## src/rtl/keyframe_track_sampler_core_macros.svh

```systemverilog
// assertion macros shared by the keyframe track sampler rtl
`ifndef KEYFRAME_TRACK_SAMPLER_CORE_MACROS_SVH
`define KEYFRAME_TRACK_SAMPLER_CORE_MACROS_SVH

// same-cycle implication, clocked on clk, off during rst
`define KTS_ASSERT_NOW(label, ante, cons) \
  label: assert property (@(posedge clk) disable iff (rst) (ante) |-> (cons)) \
    else $error("kts assertion failed");

// next-cycle implication, clocked on clk, off during rst
`define KTS_ASSERT_NEXT(label, ante, cons) \
  label: assert property (@(posedge clk) disable iff (rst) (ante) |=> (cons)) \
    else $error("kts assertion failed");

`endif

```

## src/rtl/kts_pkg.sv

```systemverilog
// shared types, constants and helpers for the keyframe track sampler
package kts_pkg;

  localparam int MAX_KEYS_DEF = 256;
  localparam int CNT_W        = 9;
  localparam int DIV_NUM_W    = 48;
  localparam int DIV_DEN_W    = 32;
  localparam int ALPHA_W      = 17;
  localparam logic [ALPHA_W-1:0] ALPHA_ONE = 17'h10000;

  // one table row: key time and four packed components
  typedef struct packed {
    logic [31:0] ktime;
    logic [63:0] vlow;
    logic [63:0] vhigh;
  } key_entry_t;

  typedef enum logic [1:0] {
    REG_CLIP_DURATION = 2'd0,
    REG_LOOP_MODE     = 2'd1,
    REG_TIME_COUNT    = 2'd2,
    REG_VALUE_COUNT   = 2'd3
  } cfg_reg_t;

  typedef enum logic [3:0] {
    ST_IDLE,
    ST_MAP_DIV,
    ST_SRCH_ISSUE,
    ST_SRCH_CMP,
    ST_SEG_FIX,
    ST_RD_NEXT,
    ST_CAP_NEXT,
    ST_ALPHA_DIV,
    ST_MUL,
    ST_ADD,
    ST_DONE
  } state_t;

  typedef struct packed {
    logic                 start;
    logic [DIV_NUM_W-1:0] num;
    logic [DIV_DEN_W-1:0] den;
  } div_req_t;

  typedef struct packed {
    logic                 done;
    logic [DIV_NUM_W-1:0] quot;
    logic [DIV_DEN_W-1:0] rem;
  } div_rsp_t;

  // pick one signed component out of a table row
  function automatic logic signed [31:0] comp_of(key_entry_t e, logic [1:0] c);
    logic signed [31:0] v;
    unique case (c)
      2'd0: v = e.vlow[31:0];
      2'd1: v = e.vlow[63:32];
      2'd2: v = e.vhigh[31:0];
      default: v = e.vhigh[63:32];
    endcase
    return v;
  endfunction

endpackage

```

## src/rtl/kts_divider.sv

```systemverilog
// restoring unsigned divider, one quotient bit per cycle
module kts_divider import kts_pkg::*; (
  input  logic     clk,
  input  logic     rst,
  input  div_req_t req,
  output div_rsp_t rsp
);

  localparam int SW = $clog2(DIV_NUM_W);

  logic                 busy;
  logic                 done;
  logic [SW-1:0]        cnt;
  logic [DIV_NUM_W-1:0] quot;
  logic [DIV_DEN_W-1:0] den;
  logic [DIV_DEN_W-1:0] rem;
  logic [DIV_DEN_W:0]   shifted;
  logic [DIV_DEN_W:0]   diff;
  logic                 ge;

  // trial subtract of the shifted remainder
  assign shifted = {rem, quot[DIV_NUM_W-1]};
  assign diff    = shifted - {1'b0, den};
  assign ge      = shifted >= {1'b0, den};

  // control
  always_ff @(posedge clk) begin
    if (rst) begin
      busy <= 1'b0;
      done <= 1'b0;
      cnt  <= '0;
    end else begin
      done <= 1'b0;
      if (req.start) begin
        busy <= 1'b1;
        cnt  <= SW'(DIV_NUM_W - 1);
      end else if (busy) begin
        if (cnt == '0) begin
          busy <= 1'b0;
          done <= 1'b1;
        end else begin
          cnt <= cnt - 1'b1;
        end
      end
    end
  end

  // datapath, quotient shifts in where the dividend shifts out
  always_ff @(posedge clk) begin
    if (req.start) begin
      quot <= req.num;
      den  <= req.den;
      rem  <= '0;
    end else if (busy) begin
      rem  <= ge ? diff[DIV_DEN_W-1:0] : shifted[DIV_DEN_W-1:0];
      quot <= {quot[DIV_NUM_W-2:0], ge};
    end
  end

  assign rsp.done = done;
  assign rsp.quot = quot;
  assign rsp.rem  = rem;

endmodule

```

## config.mk

```make
export PLATFORM = sky130hd
export DESIGN_NAME = kts_divider
export DESIGN_NICKNAME = d
export VERILOG_FILES = /design/src/rtl/keyframe_track_sampler_core_macros.svh /design/src/rtl/kts_pkg.sv /design/src/rtl/kts_divider.sv
export SDC_FILE = /design/constraint.sdc
export NUM_CORES = 1
export LEC_CHECK = 0
export BUFFER_PORTS_ARGS = -buffer_cell sky130_fd_sc_hd__buf_2
export CELL_PAD_IN_SITES_DETAIL_PLACEMENT = 1
export CELL_PAD_IN_SITES_GLOBAL_PLACEMENT = 1
export CORE_ASPECT_RATIO = 0.9
export CORE_MARGIN = 4
export CORE_UTILIZATION = 41
export CTS_CLUSTER_DIAMETER = 50
export DETAILED_ROUTE_END_ITERATION = 10
export HOLD_SLACK_MARGIN = 0.03
export PLACE_DENSITY = 0.8
export SLEW_MARGIN = 30
export SYNTH_ARGS = -nofsm -noshare
export SYNTH_HDL_FRONTEND = slang
export SYNTH_SLANG_ARGS = --single-unit
export TNS_END_PERCENT = 20
```

## constraint.sdc

```tcl
create_clock -name clk -period 3.6 [get_ports clk]
set_input_delay 0.72 -clock clk [delete_from_list [all_inputs] [get_ports clk]]
set_output_delay 0.72 -clock clk [all_outputs]
set_load 0.03 [all_outputs]
```

==> results of run 1 <==
[worst paths after layout]
kind	endpoint	slack, ps	depth (start not counted)
max	rem[10]$_SDFFE_PP0P_	360	11
min	den[16]$_DFFE_PP_	480	1
max reg2reg	rem[10]$_SDFFE_PP0P_	360	11
min reg2reg	rem[15]$_SDFFE_PP0P_	520	2
[synth_stat cells (all sizes together), types with 2 or more instances]
library cell  count
clkbuf           21
nand2b            9
nor2             58
o22ai             2
dfxtp            40
or3               8
nor3             10
o21ai            16
buf              12
a21o             16
a211oi            8
a21oi            29
o221ai            3
and3              2
ha               34
xnor2            18
xor2             10
edfxtp           80
and2              5
o41ai             2
a31oi             5
o21a              8
nor2b             4
nor3b             2
a311oi           27
inv              38
o211ai            2
nand2            73
nand4             6
nand3            11
a31o              3
mux2             49
[logic make-up (layout without fill, tap and decap cells)]
kind of cell,Yosys count,count (layout)
adder cells (fa/ha/maj),35,35
AND/OR/NAND/NOR,192,192
buffers and inverters,71,243
multiplexers,50,50
flip-flops,120,120
AO/OA/AOI/OAI,131,131
XOR/XNOR,28,28
[critical path: stages, from the launching register on]
cell,delay (ps)
edfxtp_1,340
inv_1,50
ha_1,420
nand4_1,160
or3_1,430
a21oi_2,160
o311ai_2,160
a31oi_4,360
a21o_2,460
buf_4,220
nand2_1,70
a311oi_1,300
[routing by layer]
| metal | part of all wire | vias up |
|---|---|---|
| met1 | 0.43 | 2678 |
| met4 | 0.013 | 0 |
| met5 | 0 | - |
| met3 | 0.049 | 15 |
| li1 | - | 2608 |
| met2 | 0.51 | 127 |
[cell type report]
| class | instances | area share |
|---|---|---|
| Clock buffer | 17 | 0.0519 |
| Tap cell | 202 | 0.0309 |
| Sequential cell | 120 | 0.391 |
| Inverter | 38 | 0.0174 |
| Multi-Input combinational cell | 436 | 0.373 |
| Timing Repair Buffer | 173 | 0.109 |
| Clock inverter | 15 | 0.0261 |
[flip-flops by register name, summed over array words and instances (netlist names)]
name / cells
quot: 48
done: 1
rem: 32
busy: 1
cnt: 6
den: 32
[through the flow]
step / instances / cell area [µm²] / hold WS (ps)
floorplan: 627 / 6560 / 486
global placement: 969 / 7550 / 497
detailed placement: 969 / 7550 / 508
CTS: 1001 / 8190 / 461
global route: 1001 / 8190 / 457
finish: 1001 / 8190 / 478
[power groups by stage]
stage               Clock [mW]  Combinational, mW  Sequential, mW
global route              1.96               1.22            1.74
global placement             0               1.08            1.73
CTS                       1.89               1.12            1.72
floorplan                    0              0.614            1.90
finish                    1.86               1.12            1.72
detailed placement           0               1.11            1.74
[repair_timing]
item                       CTS  global route
setup endpoints to repair    0            12
hold buffers                 0             0
resized for setup            0             1
setup buffers                0             0
==> flow_metrics.py, run 1 <==
metrics = {
    "cells_and_area": {
        "n_fill_cell": 1758,
        "multi_input_area_um2": 3060,
        "layout_commonest_cell": "buf_2",
        "synthToLayoutAreaGrowth_pct": 24.9,
        "final_cell_mix": "buf_2, edfxtp_1, nand2_1",
        "post-route-util": 0.527,
        "regArea_um2": 3200,
        "drive_above_1_share": 0.329,
        "nets": 904,
        "n_antenna_cell": 0,
    },
    "place": {
        "place_ws_ps": 196,
        "io_buffers": 163,
        "dp_hpwl_um": 13800,
        "routabilityCongestion": 0.868,
    },
    "critical_path": {
        "r2r_start": "den[14]$_DFFE_PP_",
        "cp-start-kind": "flop",
        "endpoint_kind": "flop",
        "cp.arrival_ps": 3550,
        "startpoint": "den[14]$_DFFE_PP_",
        "critPathRequiredTime_ps": 3910,
        "crit_path_max_fanout": 17,
        "crit_type": "flop to flop",
    },
    "power_and_ir_drop": {
        "ir_drop_v": 0.000348,
        "cellLeakagePower_nw": 3.58,
        "power_frac_comb": 0.239,
        "pwr-share-clk": 0.396,
        "netSwitchingPower_mw": 1.48,
        "p_sw_frac": 0.316,
        "p_int_mw": 3.21,
        "cellPowerDensity_nw_per_um2": 573,
        "finalPower_mw": 4.69,
        "seq_power_share": 0.366,
    },
    "timing": {
        "maxSlewViolCount": 0,
        "max_clock_freq_ghz": 0.309,
        "finalSetupViolations": 0,
        "tightest_slew_ps": 656,
        "timing.final.crit_period_ps": 3240,
        "hold_viol": 0,
        "setup_slack_ps": 360,
        "fin_crit_sh": 0.900,
        "relSlewSlack": 0.563,
        "skew_ps": 7.57,
        "grt_setup_unrepaired": "false",
        "setup_tns_ps": 0,
    },
    "grt": {
        "grt_pass1_wl_um": 30800,
        "antenna_found_initial": 0,
        "grt_use_met1": 0.270,
        "top_usage_layer": "met2",
        "use_met3": 0.0533,
        "grt_max_degree": 49,
        "grt_usage": 0.213,
        "grt_overflow_total": 0,
        "grt_util_met2": 0.370,
        "grt_pass1_vias": 5824,
    },
    "logic_synthesis": {
        "synth-edff-count": 80,
        "synth_flop_cell": "edfxtp_1",
        "synth-adder-area-share": 0.0679,
        "syn_nets": 745,
        "yosysSeqAreaShare": 0.489,
        "synthSimpleGateAreaFrac": 0.131,
        "yosys-top-cells-area": "edfxtp_1, dfxtp_1, mux2_2",
        "synthesis.area_um2": 6560,
        "synth_compound_area_frac": 0.145,
        "postSynthCellCount": 627,
        "ys_warn_count": 0,
        "synth_cell_types": 54,
        "muxShareOfSynthArea": 0.0857,
        "yosys.area_share.xor_xnor": 0.0374,
        "synth.avg_cell_area_um2": 10.5,
        "synth_top_family_by_area": "compound AO/OA/AOI/OAI gates",
        "ys_async_sr_fraction": 0,
        "synth.largest_area_cell": "edfxtp_1",
        "ys_seq_elements": 120,
        "synth_top_area_frac": 0.366,
    },
    "floorplan": {
        "core_um2": 15500,
        "ios": 164,
        "die_area_um2": 18100,
        "die_w_um": 141,
        "fp.dieH_um": 128,
        "start_util": 0.422,
        "std_cell_rows": 43,
    },
    "route": {
        "drt-wirelength-per-cell_um": 18.8,
        "drtPass1Iterations": 4,
        "vias_per_cell": 5.42,
        "drt_wl_total_um": 18900,
        "antenna_left": 0,
        "route.detailed.drc": 0,
        "drtIter0Drc": 288,
        "vias": 5428,
    },
    "cts": {
        "cts_sinks": 120,
        "cts_tree": "yes",
        "clk_path_buf_depth": 2,
        "path_clk_slew_ps": 60,
        "clk_latency_ps": 410,
        "cts.htree.levels": 4,
        "cts_root_buffer": "clkbuf_16",
        "cts_made_buffers": 17,
    },
    "run_status": {
        "status": "finished clean",
    },
    "min_path": {
        "worstHoldStart": "req[16]",
        "hp-class": "input port to flop",
    },
    "flow_run": {
        "maxCapViolations": 0,
    },
}
Note: power is estimated with default switching activity, not from simulation.
==> run 2: changes to the inputs <==
- CORE_UTILIZATION: 41 -> 25
- PLACE_DENSITY: 0.8 -> 0.53
- clock period: 3.6 -> 3.25 ns (I/O delays scaled with it)
==> flow_metrics.py, run 2 (synthesized netlist as in run 1, its figures left out) <==
metrics = {
    "run_status": {
        "status": "finished clean",
    },
    "critical_path": {
        "r2r_start": "den[10]$_DFFE_PP_",
        "critPathRequiredTime_ps": 3580,
        "cpPeakStageDelay_ps": 400,
        "path_cells": "inv_1, ha_1, nand4_1, nor2_1, a21bo_1, a21oi_2, o311ai_2, a31oi_4, a21oi_4, buf_4, or3_1, a311oi_1",
        "endpoint": "rem[5]$_SDFFE_PP0P_",
        "endpoint_kind": "flop",
        "ff2ff_setup_slack_ps": 240,
        "rr_worst_depth": 12,
        "rr_endpoint": "rem[5]$_SDFFE_PP0P_",
        "critical_path.slowest_cell": "ha_1",
        "startpoint": "den[10]$_DFFE_PP_",
        "crit_type": "flop to flop",
        "crit_path_max_fanout": 10,
        "cp-start-kind": "flop",
        "cp.arrival_ps": 3350,
    },
    "cts": {
        "cts_made_buffers": 17,
        "cts.htree.levels": 4,
        "cts_sinks": 120,
        "path_clk_slew_ps": 60,
        "clk_latency_ps": 420,
        "cts_tree": "yes",
        "cts_root_buffer": "clkbuf_16",
        "clk_path_buf_depth": 2,
    },
    "floorplan": {
        "die_area_um2": 28900,
        "start_util": 0.257,
        "fp.dieH_um": 162,
        "std_cell_rows": 55,
        "core_um2": 25500,
        "ios": 164,
        "die_w_um": 179,
    },
    "power_and_ir_drop": {
        "ir_drop_v": 0.000346,
        "cellLeakagePower_nw": 3.65,
        "cellPowerDensity_nw_per_um2": 597,
    },
    "cells_and_area": {
        "final_cell_mix": "buf_2, edfxtp_1, nand2_1",
        "design_area_um2": 8460,
        "synthToLayoutAreaGrowth_pct": 29.1,
        "drive_above_1_share": 0.344,
        "nets": 919,
        "largest_register_ffs": 48,
        "reg_top3": "quot: 48 flops, den: 32 flops, rem: 32 flops",
        "largest-register": "quot",
        "layout_commonest_cell": "buf_2",
        "n_antenna_cell": 0,
        "finalNonFillerCells": 1156,
    },
    "place": {
        "dp.cells": 1122,
        "dpl_cell_area_um2": 7850,
        "io_buffers": 163,
        "routabilityCongestion": 0.770,
        "dp_hpwl_um": 14400,
    },
    "route": {
        "route.detailed.drc": 0,
        "drtPass1Iterations": 6,
        "drtIter0Drc": 221,
        "drt-wirelength-per-cell_um": 16.6,
        "drt_wl_total_um": 19200,
        "antenna_left": 0,
        "vias": 5386,
        "vias_per_cell": 4.66,
    },
    "timing": {
        "skew_ps": 12.9,
        "hold_viol": 0,
        "grt_setup_unrepaired": "false",
        "setup_tns_ps": 0,
        "timing.final.crit_period_ps": 3010,
        "finalSetupViolations": 0,
        "relSlewSlack": 0.569,
        "fin_crit_sh": 0.927,
        "tightest_slew_ps": 647,
        "maxSlewViolCount": 0,
        "max_clock_freq_ghz": 0.332,
    },
    "flow_run": {
        "maxCapViolations": 0,
    },
    "grt": {
        "grt_max_degree": 79,
        "grt_usage": 0.135,
        "grt_pass1_vias": 5696,
        "grt_overflow_total": 0,
        "antenna_found_initial": 1,
        "grt_pass1_wl_um": 31000,
    },
    "min_path": {
        "hp-class": "input port to flop",
        "worstHoldStart": "req[14]",
    },
}
-- run 2: per-layer routing --
metal / track usage / part of all wire / up-vias
li1: - / - / 2638
met4: 0.0303 / 0.0077 / 2
met1: 0.184 / 0.48 / 2618
met2: 0.204 / 0.44 / 115
met5: 0 / 0.00042 / -
met3: 0.0513 / 0.068 / 13
-- run 2: where the power goes --
group / leakage (nW) / internal, mW / switching (mW)
clock network: 0.281 / 1.13 / 0.754
logic: 2.24 / 0.489 / 0.791
registers: 1.13 / 1.80 / 0.0923
-- run 2: worst min-delay path by stage --
| stage | end | slack, ps | cells after the start |
|---|---|---|---|
| final | den[14]$_DFFE_PP_ | 400 | 1 |
| after detailed placement | rem[14]$_SDFFE_PP0P_ | 510 | 2 |
| after CTS | den[14]$_DFFE_PP_ | 370 | 1 |
| after global routing | den[14]$_DFFE_PP_ | 380 | 1 |
| after floorplan | cnt[1]$_SDFFE_PP0P_ | 490 | 2 |
| after global placement | rem[10]$_SDFFE_PP0P_ | 500 | 2 |
-- run 2: cell type report --
class | instances | area, µm²
Fill cell | 2929 | 17000
Inverter | 38 | 143
Clock inverter | 15 | 151
Tap cell | 342 | 428
Clock buffer | 17 | 425
Sequential cell | 120 | 3200
Timing Repair Buffer | 188 | 1030
Multi-Input combinational cell | 436 | 3080
-- run 2: what timing repair did --
item | in CTS | in global routing
setup buffers | 0 | 2
endpoints found under the setup margin | 0 | 30
hold buffers | 0 | 0
resized for setup | 0 | 4
-- run 2: worst max-delay path: cells and delay by family (launching register included) --
family          cells  cell delay [ps]
compound gates      6             1220
flops               1              320
buf+inv             2              240
fa+ha+maj           1              400
simple gates        3              740
-- run 2: metrics by stage --
stage          hold slack (ps)  worst slack [ps]  utilization  power [mW]
2_1_floorplan              486               224            -        2.79
3_5_place_dp               509              84.5        0.308        3.21
3_3_place_gp               499               169        0.308        3.20
5_1_grt                    375              12.7        0.332        5.34
4_1_cts                    368              41.9        0.331        5.13
6_report                   396               236        0.332        5.05
==> run 3: changes to the inputs <==
- CORE_ASPECT_RATIO: 0.9 -> default
==> flow_metrics.py, run 3 (synthesized netlist as in run 1, its figures left out) <==
metrics = {
    "min_path": {
        "hp-class": "input port to flop",
    },
    "cts": {
        "cts_tree": "yes",
        "clk_path_buf_depth": 2,
        "cts.htree.levels": 4,
        "cts_made_buffers": 17,
        "post-cts-setup-buffers": 0,
        "cts_root_buffer": "clkbuf_16",
        "clk_latency_ps": 420,
        "cts_sinks": 120,
        "path_clk_slew_ps": 70,
    },
    "place": {
        "place_ws_ps": 101,
        "routabilityCongestion": 0.778,
        "io_buffers": 163,
        "dp_hpwl_um": 15400,
        "dpl_cell_area_um2": 7820,
        "dp.cells": 1114,
    },
    "floorplan": {
        "std_cell_rows": 59,
        "die_w_um": 170,
        "fp.dieH_um": 170,
        "core_um2": 25900,
        "die_area_um2": 28900,
        "start_util": 0.253,
        "ios": 164,
    },
    "critical_path": {
        "endpoint_kind": "flop",
        "ff2ff_setup_slack_ps": 180,
        "cp-start-kind": "flop",
        "critPathRequiredTime_ps": 3580,
        "rr_worst_depth": 11,
        "path_cells": "inv_1, ha_1, nand4_1, or3_1, a21oi_2, o311ai_4, a31oi_4, a21oi_2, buf_4, or3_1, a311oi_1",
        "rr_endpoint": "rem[5]$_SDFFE_PP0P_",
        "crit_path_max_fanout": 11,
        "cp.arrival_ps": 3400,
        "path_buf_inv": 2,
        "r2r_start": "den[14]$_DFFE_PP_",
        "startpoint": "den[14]$_DFFE_PP_",
        "cpPeakStageDelay_ps": 440,
        "cp_num_cells": 11,
        "worst_path_dominant_cell_family": "compound AO/OA/AOI/OAI gates",
        "crit_type": "flop to flop",
        "critical_path.slowest_cell": "or3_1",
        "endpoint": "rem[5]$_SDFFE_PP0P_",
    },
    "route": {
        "vias": 5358,
        "drtPass1Iterations": 4,
        "antenna_left": 0,
        "drt_wl_total_um": 20300,
        "drtIter0Drc": 153,
        "vias_per_cell": 4.68,
        "route.detailed.drc": 0,
        "drt-wirelength-per-cell_um": 17.7,
    },
    "cells_and_area": {
        "design_area_um2": 8420,
        "nets": 916,
        "n_antenna_cell": 0,
        "layout_commonest_cell": "buf_2",
        "largest_register_ffs": 48,
        "final_cell_mix": "buf_2, edfxtp_1, nand2_1",
        "n_fill_cell": 2940,
        "regArea_um2": 3200,
        "reg_top3": "quot: 48 flops, den: 32 flops, rem: 32 flops",
        "multi_input_area_um2": 3080,
        "largest-register": "quot",
        "finalNonFillerCells": 1146,
        "synthToLayoutAreaGrowth_pct": 28.5,
        "post-route-util": 0.325,
        "drive_above_1_share": 0.340,
    },
    "timing": {
        "max_clock_freq_ghz": 0.326,
        "relSlewSlack": 0.571,
        "timing.final.crit_period_ps": 3070,
        "hold_viol": 0,
        "finalSetupViolations": 0,
        "fin_hold_ws_ps": 401,
        "grt_setup_unrepaired": "false",
        "fin_crit_sh": 0.945,
        "setup_tns_ps": 0,
        "tightest_slew_ps": 644,
        "skew_ps": 16.2,
        "setup_slack_ps": 178,
        "maxSlewViolCount": 0,
    },
    "power_and_ir_drop": {
        "cellLeakagePower_nw": 3.63,
        "ir_drop_v": 0.000295,
        "cellPowerDensity_nw_per_um2": 601,
        "finalPower_mw": 5.06,
    },
    "grt": {
        "grt_max_degree": 49,
        "grt_pass1_vias": 5778,
        "grt_pass1_wl_um": 32000,
        "grt_usage": 0.141,
        "grt_overflow_total": 0,
        "antenna_found_initial": 4,
    },
    "flow_run": {
        "maxCapViolations": 0,
    },
    "run_status": {
        "status": "finished clean",
    },
}
## run 3: worst min path at each step
stage / from / to / depth (start not counted)
floorplan: cnt[1]$_SDFFE_PP0P_ / cnt[1]$_SDFFE_PP0P_ / 2
global route: req[26] / den[26]$_DFFE_PP_ / 1
finish: req[28] / den[28]$_DFFE_PP_ / 1
CTS: req[28] / den[28]$_DFFE_PP_ / 1
detailed placement: rem[8]$_SDFFE_PP0P_ / rem[9]$_SDFFE_PP0P_ / 2
global placement: rem[7]$_SDFFE_PP0P_ / rem[8]$_SDFFE_PP0P_ / 2
## run 3: worst reg2reg max path: stages (launching register included)
cell and delay [ps]:
edfxtp_1 330, inv_1 40, ha_1 400, nand4_1 160, or3_1 440, a21oi_2 210
o311ai_4 140, a31oi_4 280, a21oi_2 120, buf_4 210, or3_1 400, a311oi_1 260
## run 3: area by class of cell
type | instances | share of cell area
repair buffers | 185 | 0.118
clock inverters | 15 | 0.0184
flip-flops and latches | 120 | 0.380
inverters | 38 | 0.0169
clock buffers | 17 | 0.0505
well taps | 335 | 0.0498
multi-input cells | 436 | 0.366
## run 3: layer usage
| layer | up-vias | wire length (µm) | GRT usage |
|---|---|---|---|
| met2 | 158 | 9260 | 0.224 |
| li1 | 2631 | - | - |
| met5 | - | 48 | 0 |
| met1 | 2541 | 8970 | 0.176 |
| met4 | 8 | 232 | 0.0358 |
| met3 | 20 | 1770 | 0.0606 |
## run 3: power breakdown
part / internal [mW] / switching [mW]
sequential: 1.80 / 0.103
clock: 1.08 / 0.813
combinational: 0.482 / 0.788
total: 3.36 / 1.70
## run 3: what timing repair did
item                                    in CTS  in global routing
gates resized for setup                      0                  4
hold buffers                                 0                  0
endpoints found under the setup margin       0                 22
